File: src/hdl/lpcp_fifo.sv
// Two-entry queue between the front and back parts.
// Depends on nothing beyond its parameter.
module lpcp_fifo #(
	parameter int WIDTH = 150
) (
	input  logic             clk,
	input  logic             arst_n,
	input  logic             push,
	input  logic [WIDTH-1:0] push_data,
	input  logic             pop,
	output logic [WIDTH-1:0] pop_data,
	output logic             empty,
	output logic             full
);
	logic [WIDTH-1:0] mem_q [2];
	logic             wr_ptr_q, rd_ptr_q;
	logic [1:0]       count_q;
	logic             do_push, do_pop;

	assign do_push = push && !full;
	assign do_pop = pop && !empty;
	assign empty = (count_q == 2'd0);
	assign full = (count_q == 2'd2);
	assign pop_data = mem_q[rd_ptr_q];

	// Pointers and fill count
	always_ff @(posedge clk or negedge arst_n) begin
		if (!arst_n) begin
			wr_ptr_q <= 1'b0;
			rd_ptr_q <= 1'b0;
			count_q <= 2'd0;
		end else begin
			if (do_push) wr_ptr_q <= !wr_ptr_q;
			if (do_pop) rd_ptr_q <= !rd_ptr_q;
			if (do_push && !do_pop) count_q <= count_q + 2'd1;
			else if (do_pop && !do_push) count_q <= count_q - 2'd1;
		end
	end

	// Storage
	always_ff @(posedge clk) begin
		if (do_push) mem_q[wr_ptr_q] <= push_data;
	end

endmodule

File: config.mk
export PLATFORM = sky130hd
export DESIGN_NAME = lpcp_fifo
export DESIGN_NICKNAME = d
export VERILOG_FILES = /design/src/hdl/lpcp_fifo.sv
export SDC_FILE = /design/constraint.sdc
export NUM_CORES = 1
export LEC_CHECK = 0
export BUFFER_PORTS_ARGS = -buffer_cell sky130_fd_sc_hd__buf_2
export CORE_MARGIN = 2
export CORE_UTILIZATION = 46
export DETAILED_ROUTE_END_ITERATION = 16
export PLACE_DENSITY_LB_ADDON = 0.3
export SKIP_CTS_REPAIR_TIMING = 1
export SLEW_MARGIN = 20
export SYNTH_ARGS = -nofsm -noshare
export SYNTH_HDL_FRONTEND = slang
export SYNTH_SLANG_ARGS = --single-unit
File: constraint.sdc
create_clock -name clk -period 11.4 [get_ports clk]
set_input_delay 2.85 -clock clk [delete_from_list [all_inputs] [get_ports clk]]
set_output_delay 2.85 -clock clk [all_outputs]
set_load 0.1 [all_outputs]
# After elaboration in Yosys (flattened, before gate mapping)
# Memories as Yosys holds them, arrays and structs flattened.
# Cells that the tools add are included.
# op_classes
muxes	4
addsub	2
eq_ne	1
reduce_logical	12
# op_table
op	n
$logic_not 1->1	6
$logic_and 1x1->1	4
$mux 2	2
$add 2x1->2 const B	1
$eq 2x2->1 const B	1
$logic_not 2->1	1
$mux 1	2
$reduce_bool 2->1	1
$sub 2x1->2 const B	1
# totals
mem_bits_rw	300
inputBits	154
word_cells	23
reg_bits	4
mem_count	1
# memory_table
memory	depth	width	rd	rd_ports_with_merged_regs	write_ports	line	text
mem_q	2	150	1	0	1	15	logic [WIDTH-1:0] mem_q [2];

# Depth between registers and ports, before layout
# Gate-level depths: netlist (run 1).
# depth
word_depth	7
ltp_mapped	7
ltp_nobuf	7

# Worst setup path before layout (run 1)
# No wires, ideal clock.
# synth_timing
path_kind	input to register
from	in push
to	mem mem_q[0][0] (enable)
slack_ps	1573
setup_ps	661
cell_stages	2
path_buffers	0
t_arrival_ps	9166
cell_sequence	nand2_1 > nor2_1
# synth_between
elab_chain_cells	3
# synth_rtl
element	line	text
start, declared	8	input logic push,
$logic_and 1x1->1	20	assign do_push = push && !full;
$mux 1	42	if (do_push) mem_q[wr_ptr_q] <= push_data;
$mux 1 (implied by the code)	42	
end, declared	15	
# No other way between the ends.

# Worst setup path in the final report (run 1)
# layout_timing
from	reg rd_ptr_q
to	out pop_data[114]
# layout_between
elab_chain_cells	1
# layout_rtl
element	line	text
start, declared	16	logic wr_ptr_q, rd_ptr_q;
start signal, assigned	34	if (do_pop) rd_ptr_q <= !rd_ptr_q;
$mem_v2 2x150	n/a	
end, declared	11	output logic [WIDTH-1:0] pop_data,
# No other way between the ends.

==> flow_summary.toml, run 1 <==
[run_status]
status = "finished, final reports clean"

[detailed_routing]
drc = 0
drt_iter0_markers = 257
via_per_inst = 4.865
ant_nets = 0
wire_per_inst_um = 18.57
drt_first_pass_iters = 7
totalWireLength_um = 21520
vias = 5638

[floorplan]
die_y_um = 161.3
io_pins = 306
rows = 57
start_util_pct = 46.82
die_w_um = 161.3
die_area_um2 = 26030
core_um2 = 24320

[setup_path]
r2r-start = "count_q[0]"
cp.required_ns = 8.55
worst_setup_path_start_kind = "register"
r2r_slack_ns = 8.29
critPathKind = "reg -> out"
critPathMaxFanout = 69
rr_endpoint = "mem_q[1][75]"
arrival_ns = 2.87
cp-end-kind = "primary output"
r2r_cells = 4

[clock_network]
cts_root_buf = "clkbuf_16"
clk_pin_slew_ns = 0.06
cts_tree = "done"
cts_sinks = 304
cts_buffers = 30
clock_latency_ns = 0.53
htree_levels = 1
cts_buffer_depth = 3

[global_routing]
grt_pass1_wl_um = 32820
grt-ovfl-total = 0
met2_usage_pct = 26.86
met3_usage_pct = 6.061
grt_max_degree = 71
busiest_layer = "met2"
antenna_found_initial = 4
grt_usage_pct = 16.12
grt_pass1_vias = 6142
use_met1_pct = 19.76

[synth]
ys_types = 15
synthCells = 486
synth_edf_count = 300
netlist_top_cells_count = "edfxtp_1, mux2_4, mux2_2"
yosys.area.top_type = "edfxtp_1"
syn_area_um2 = 11390
synth_area_leaders = "edfxtp_1, mux2_4, mux2_2"
ys_seq_area_share_pct = 80.00
synth_fp_nets = 641
yosys_register_bits = 304
avgSynthCellArea_um2 = 23.43
yosysMostFrequentCell = "edfxtp_1"
synth_flop_cell = "edfxtp_1"
ys_async_sr_fraction_pct = 1.316
synth_top_area_share_pct = 79.12
yosysWarningCount = 0

[sta]
fin_crit_sh_pct = 50.20
fin_ws_ns = 5.678
period_needed_ns = 5.722
slew_viol_final = 0
worstMarginPinSlew_ns = 1.088
finalSetupViolations = 0
skew_ns = 0.004722
slew_headroom_pct = 27.46
hold_violations = 0
rsz0062_at_grt = "no"
clock.fmax_ghz = 0.1748
setup_tns_ns = 0

[placement]
dpl_cell_area_um2 = 13230
place_hpwl_um = 14680
post-place-ws_ns = 6.019
gp_congestion = 0.7813
port_buffers = 305

[worst_hold_path]
holdPathStages = 1
hp-class = "reg -> reg"
min_to = "count_q[1]"
holdCritStartpoint = "count_q[1]"

[flow_run]
cap_violations = 0

[finish]
area_growth_pct = 24.56
fin_util_pct = 58.32
layout-drive-gt1-share_pct = 60.43
nNetsFinal = 967
fill_cells = 1842
final_cell_area_um2 = 14180
-- cell usage in the layout, fill, tap and decap left out --
master	synthesis	routed
mux2_2	60	60
clkinv_4	0	1
mux2_4	90	90
clkinv_1	0	11
edfxtp_1	300	300
buf_4	0	6
clkinv_2	0	4
nand2b_1	1	1
dfrtp_1	4	3
xnor2_1	3	3
diode_2	0	1
clkbuf_16	0	31
nand2_1	1	1
o21ai_0	1	1
xor2_1	2	2
ha_1	1	1
inv_1	2	2
buf_2	6	305
dfrtp_4	0	1
and3_4	0	1
nor2_4	0	1
nor2_1	3	2
clkbuf_1	0	3
clkinvlp_4	0	1
bufinv_16	0	3
-- worst max-delay path by stage --
stage / from / to / slack [ns]
detailed placement: push / mem_q[1][75] / 6.02
CTS: rd_ptr_q / pop_data[141] / 5.63
floorplan: push / mem_q[0][0] / 1.57
global placement: push / mem_q[1][0] / 6.14
finish: rd_ptr_q / pop_data[114] / 5.68
global route: rd_ptr_q / pop_data[16] / 5.51
-- routing by layer --
layer	share of wire (%)	up-vias
met5	0.17	-
met4	2.2	6
met3	10	42
met2	49	258
met1	39	2747
li1	-	2585
-- critical path: stages (launching register included) --
cell and delay, ns:
dfrtp_4 0.64, buf_4 0.86, mux2_4 0.30, buf_2 0.43
-- sequential cells by signal, summed over array words and instances (netlist names) --
register	count
rd_ptr_q	1
wr_ptr_q	1
count_q	2
mem_q	300
-- through the flow --
stage | instances | hold WS (ns)
final | 1159 | 0.5196
after global routing | 1158 | 0.5554
after CTS | 1158 | 0.5308
after detailed placement | 1104 | 0.5186
after global placement | 1104 | 0.5079
after floorplan | 486 | 0.4608
-- cell type report --
cell class	instances	area, um2	area share, %
Antenna cell	1	2.502	0.01764
Clock inverter	20	167.7	1.182
Tap cell	324	405.4	2.858
Timing Repair Buffer	311	1572	11.08
Multi-Input combinational cell	163	2128	15.01
Inverter	2	7.507	0.05293
Clock buffer	34	787.0	5.549
Sequential cell	304	9112	64.25
-- cells by family (layout without fill, tap and decap cells) --
| logic type | Yosys count | count (layout) | synth area share [%] |
|---|---|---|---|
| flip-flops | 304 | 304 | 80.00 |
| other | 0 | 1 | 0 |
| multiplexers | 150 | 150 | 17.80 |
| buffers and inverters | 19 | 367 | 1.418 |
| AO/OA/AOI/OAI | 1 | 1 | 0.04391 |
| AND/OR/NAND/NOR | 6 | 6 | 0.2418 |
| XOR/XNOR | 5 | 5 | 0.3847 |
| adder cells (fa/ha/maj) | 1 | 1 | 0.1099 |
Power of run 1 is left out: the tool's default activity adds up to more than one toggle a clock period on the data nets, which glitch-free logic cannot reach.
==> inputs of run 2 (changes only) <==
ABC_AREA = 1   (was not set)
clock period = 5.5 ns   (was 11.4 ns; I/O delays follow)
==> flow_summary.toml, run 2 <==
[sta]
slew_headroom_pct = 36.40
hold_violations = 0
worstMarginPinSlew_ns = 0.9540
rsz0062_at_grt = "no"
fin_crit_sh_pct = 70.04
setup_tns_ns = 0
finalSetupViolations = 0
slew_viol_final = 0
skew_ns = 0.006377
clock.fmax_ghz = 0.2596
period_needed_ns = 3.852

[synth]
ys_async_sr_fraction_pct = 1.316
ys_types = 15
synth_top_area_share_pct = 80.71
avgSynthCellArea_um2 = 13.70
synth_fp_nets = 970
synth_area_leaders = "edfxtp_1, nand2_1, buf_6"
yosys_register_bits = 304
netlist_top_cells_count = "nand2_1, edfxtp_1, buf_2"
ys_seq_area_share_pct = 81.61
syn_area_um2 = 11160
synthCells = 815
yosysWarningCount = 0
synth_flop_cell = "edfxtp_1"
yosys.area.top_type = "edfxtp_1"
yosysMostFrequentCell = "nand2_1"
synth_edf_count = 300

[finish]
fin_util_pct = 57.76
largest_register = "mem_q"
area_growth_pct = 24.37
nNetsFinal = 1280
largest_reg_flops = 300
layout.cells.most_common = "nand2_1"
layout_common_cells = "nand2_1, buf_2, edfxtp_1, clkbuf_16"
fill_cells = 1935
top_regs = "mem_q (300), count_q (2)"
layout-drive-gt1-share_pct = 31.18

[global_routing]
grt_max_degree = 151
grt_pass1_wl_um = 35090
grt_usage_pct = 17.44
antenna_found_initial = 7
grt-ovfl-total = 0
grt_pass1_vias = 6749

[floorplan]
core_um2 = 24030
rows = 57
die_y_um = 159.8
start_util_pct = 46.44
die_w_um = 159.8
die_area_um2 = 25530
io_pins = 306

[detailed_routing]
ant_nets = 0
drt_iter0_markers = 392
wire_per_inst_um = 15.46
drt_first_pass_iters = 7
drc = 0
vias = 6879
totalWireLength_um = 22800
via_per_inst = 4.664

[setup_path]
arrival_ns = 2.48
critPathMaxFanout = 45
cp-end-kind = "primary output"
worst_setup_path_start_kind = "register"
critPathKind = "reg -> out"
cp-startpoint = "rd_ptr_q"
cp.required_ns = 4.12
r2r-start = "count_q[1]"

[clock_network]
cts_buffer_depth = 3
clock_latency_ns = 0.54
clk_pin_slew_ns = 0.06
cts_sinks = 304
cts_tree = "done"
cts_root_buf = "clkbuf_16"
cts_buffers = 30
htree_levels = 1

[placement]
gp_congestion = 0.7542
place_hpwl_um = 14180
port_buffers = 305

[run_status]
status = "finished, final reports clean"

[flow_run]
cap_violations = 0

[worst_hold_path]
hp-class = "reg -> reg"
holdCritStartpoint = "wr_ptr_q"
## run 2: cell types whose count changed after synthesis, sizes merged
cell / delta
nand2: +458
nand2b: -1
mux2: -150
and3: -1
xnor2: -2
nand3b: +1
nor2: +1
inv: +6
buf: +16
nand3: +1
o21ai: +1
nand4: +1
xor2: -2
## run 2: layout make-up
class                   count  area (um2)  share of cell area, %
diodes                      6       15.01                 0.1082
clock buffers              37       798.3                  5.750
clock inverters            15       108.9                 0.7841
inverters                   8       37.54                 0.2704
multi-input cells         470        1795                  12.93
flip-flops and latches    304        9112                  65.64
well taps                 324       405.4                  2.920
repair buffers            311        1609                  11.59
## run 2: metal layers
| layer | vias to the layer above | GRT usage [%] | wire length (um) |
|---|---|---|---|
| met4 | 2 | 7.453 | 740 |
| met5 | - | 0 | 7 |
| met3 | 52 | 6.078 | 2134 |
| met2 | 246 | 28.37 | 11060 |
| li1 | 3384 | - | - |
| met1 | 3195 | 21.34 | 8852 |
## run 2: worst paths after layout
path | cells after the start | endpoint | slack [ns]
max | 5 | pop_data[134] | 1.65
min | 2 | wr_ptr_q | 0.48
min reg2reg | 2 | wr_ptr_q | 0.48
max reg2reg | 6 | mem_q[0][16] | 3.17
max in group asynchronous | 1 | rd_ptr_q | 4.72
min in group asynchronous | 1 | count_q[1] | 0.64
## run 2: through the flow
stage	setup WS [ns]	cells	hold WS, ns	instance area, um2
after global routing	1.457	1474	0.5266	13880
after global placement	2.142	1417	0.4648	12960
after CTS	1.561	1469	0.4908	13870
after detailed placement	2.146	1417	0.4761	12960
final	1.648	1475	0.4813	13880
after floorplan	0.4687	815	0.4491	11170
## run 2: worst max-delay path, stage by stage (launching register included)
cell,delay [ns]
dfrtp_4,0.49
inv_4,0.26
buf_4,0.50
nand2_1,0.16
nand2_1,0.08
buf_2,0.42
## run 2: cells by family after synthesis
family	after synthesis	synth area share (%)
AND/OR/NAND/NOR	466	15.74
flip-flops	304	81.61
buffers and inverters	41	2.376
AO/OA/AOI/OAI	2	0.08968
XOR/XNOR	1	0.07848
adder cells (fa/ha/maj)	1	0.1121
Power of run 2 is left out for the same reason.
==> inputs of run 3 (changes only) <==
clock period = 3.7 ns   (was 5.5 ns; I/O delays follow)
==> flow_summary.toml, run 3 (same netlist as run 2, synthesis figures left out) <==
[setup_path]
critPathKind = "reg -> out"
arrival_ns = 2.17
worst_setup_path_start_kind = "register"
critPathMaxFanout = 66
r2r_cells = 6
cp-end-kind = "primary output"
cp.required_ns = 2.77

[global_routing]
grt_pass1_wl_um = 37990
antenna_found_initial = 4
grt_pass1_vias = 7070
grt_usage_pct = 19.10
grt_max_degree = 152
grt-ovfl-total = 0

[detailed_routing]
vias = 7042
drc = 0
wire_per_inst_um = 16.79
totalWireLength_um = 24820
via_per_inst = 4.765
ant_nets = 0
drt_first_pass_iters = 4
drt_iter0_markers = 421

[clock_network]
htree_levels = 1
clk_pin_slew_ns = 0.06
cts_tree = "done"
cts_buffers = 31
cts_buffer_depth = 3
cts_sinks = 304
cts_root_buf = "clkbuf_16"
clock_latency_ns = 0.54

[sta]
clock.fmax_ghz = 0.3232
slew_viol_final = 0
fin_hold_ws_ns = 0.1792
fin_crit_sh_pct = 83.62
worstMarginPinSlew_ns = 0.7016
period_needed_ns = 3.094
skew_ns = 0.009184
finalSetupViolations = 0
hold_violations = 0
slew_headroom_pct = 53.23
rsz0062_at_grt = "no"

[finish]
layout-drive-gt1-share_pct = 31.28
top_regs = "mem_q (300), count_q (2)"
area_growth_pct = 45.11
seq_area_um2 = 9114
layout_common_cells = "nand2_1, edfxtp_1, buf_12, buf_2, clkbuf_16"
largest_reg_flops = 300
layout.cells.most_common = "nand2_1"
multiInputGateArea_um2 = 1808
fill_cells = 1642
largest_register = "mem_q"
nNetsFinal = 1285
final_cell_area_um2 = 16200

[floorplan]
rows = 57
die_w_um = 159.8
io_pins = 306
start_util_pct = 46.44
die_y_um = 159.8
die_area_um2 = 25530
core_um2 = 24030

[run_status]
status = "finished, final reports clean"

[worst_hold_path]
hp-class = "in -> async"

[placement]
place_hpwl_um = 16300
gp_congestion = 0.7419
port_buffers = 305
dpl_cell_area_um2 = 15290

[flow_run]
cap_violations = 0
## run 3: cell types whose count changed in the layout (fill, tap and decap cells not counted), moves of 2 or more
cell	previous run	this run
diode_2	6	3
buf_2	305	155
buf_12	3	156
clkinv_1	4	8
clkbuf_1	6	10
nor2_1	3	1
clkinvlp_4	3	1
clkinv_2	6	3
## run 3: worst max-delay path, cell delays in order, from the launching register on
cell     delay, ns
dfrtp_4       0.50
inv_4         0.07
buf_4         0.53
nand2_1       0.13
nand2_1       0.14
buf_12        0.18
## run 3: final cells by class
class | count | share of cell area (%)
Clock buffer | 41 | 5.021
Antenna cell | 3 | 0.04635
Clock inverter | 13 | 0.5176
Timing Repair Buffer | 315 | 24.26
Tap cell | 324 | 2.503
Inverter | 8 | 0.2240
Multi-Input combinational cell | 470 | 11.16
Sequential cell | 304 | 56.27
## run 3: path summary, 6_finish.rpt
path	startpoint	to	slack, ns
worst max-delay path	rd_ptr_q	pop_data[42]	0.61
worst min register to register	wr_ptr_q	wr_ptr_q	0.48
max in group asynchronous	arst_n	rd_ptr_q	3.38
worst max register to register	count_q[1]	mem_q[0][9]	1.72
min in group clk	wr_ptr_q	wr_ptr_q	0.48
worst min-delay path	arst_n	count_q[0]	0.18
## run 3: routing by layer
layer,global-route usage (%),part of all wire [%],vias up
met5,0,0.085,-
met4,5.283,2.7,4
met3,7.740,10,51
met2,33.14,50,255
met1,22.01,37,3333
li1,-,-,3399
## run 3: metrics by stage
| step | TNS, ns | worst slack (ns) | instances | utilization [%] |
|---|---|---|---|---|
| 2_1_floorplan | -14.15 | -0.05247 | 815 | - |
| 3_3_place_gp | 0 | 1.183 | 1421 | 63.63 |
| 3_5_place_dp | 0 | 1.156 | 1421 | 63.63 |
| 4_1_cts | 0 | 0.5748 | 1475 | 67.36 |
| 5_1_grt | 0 | 0.4754 | 1476 | 67.37 |
| 6_report | 0 | 0.6062 | 1478 | 67.39 |
Power of run 3 is left out for the same reason.
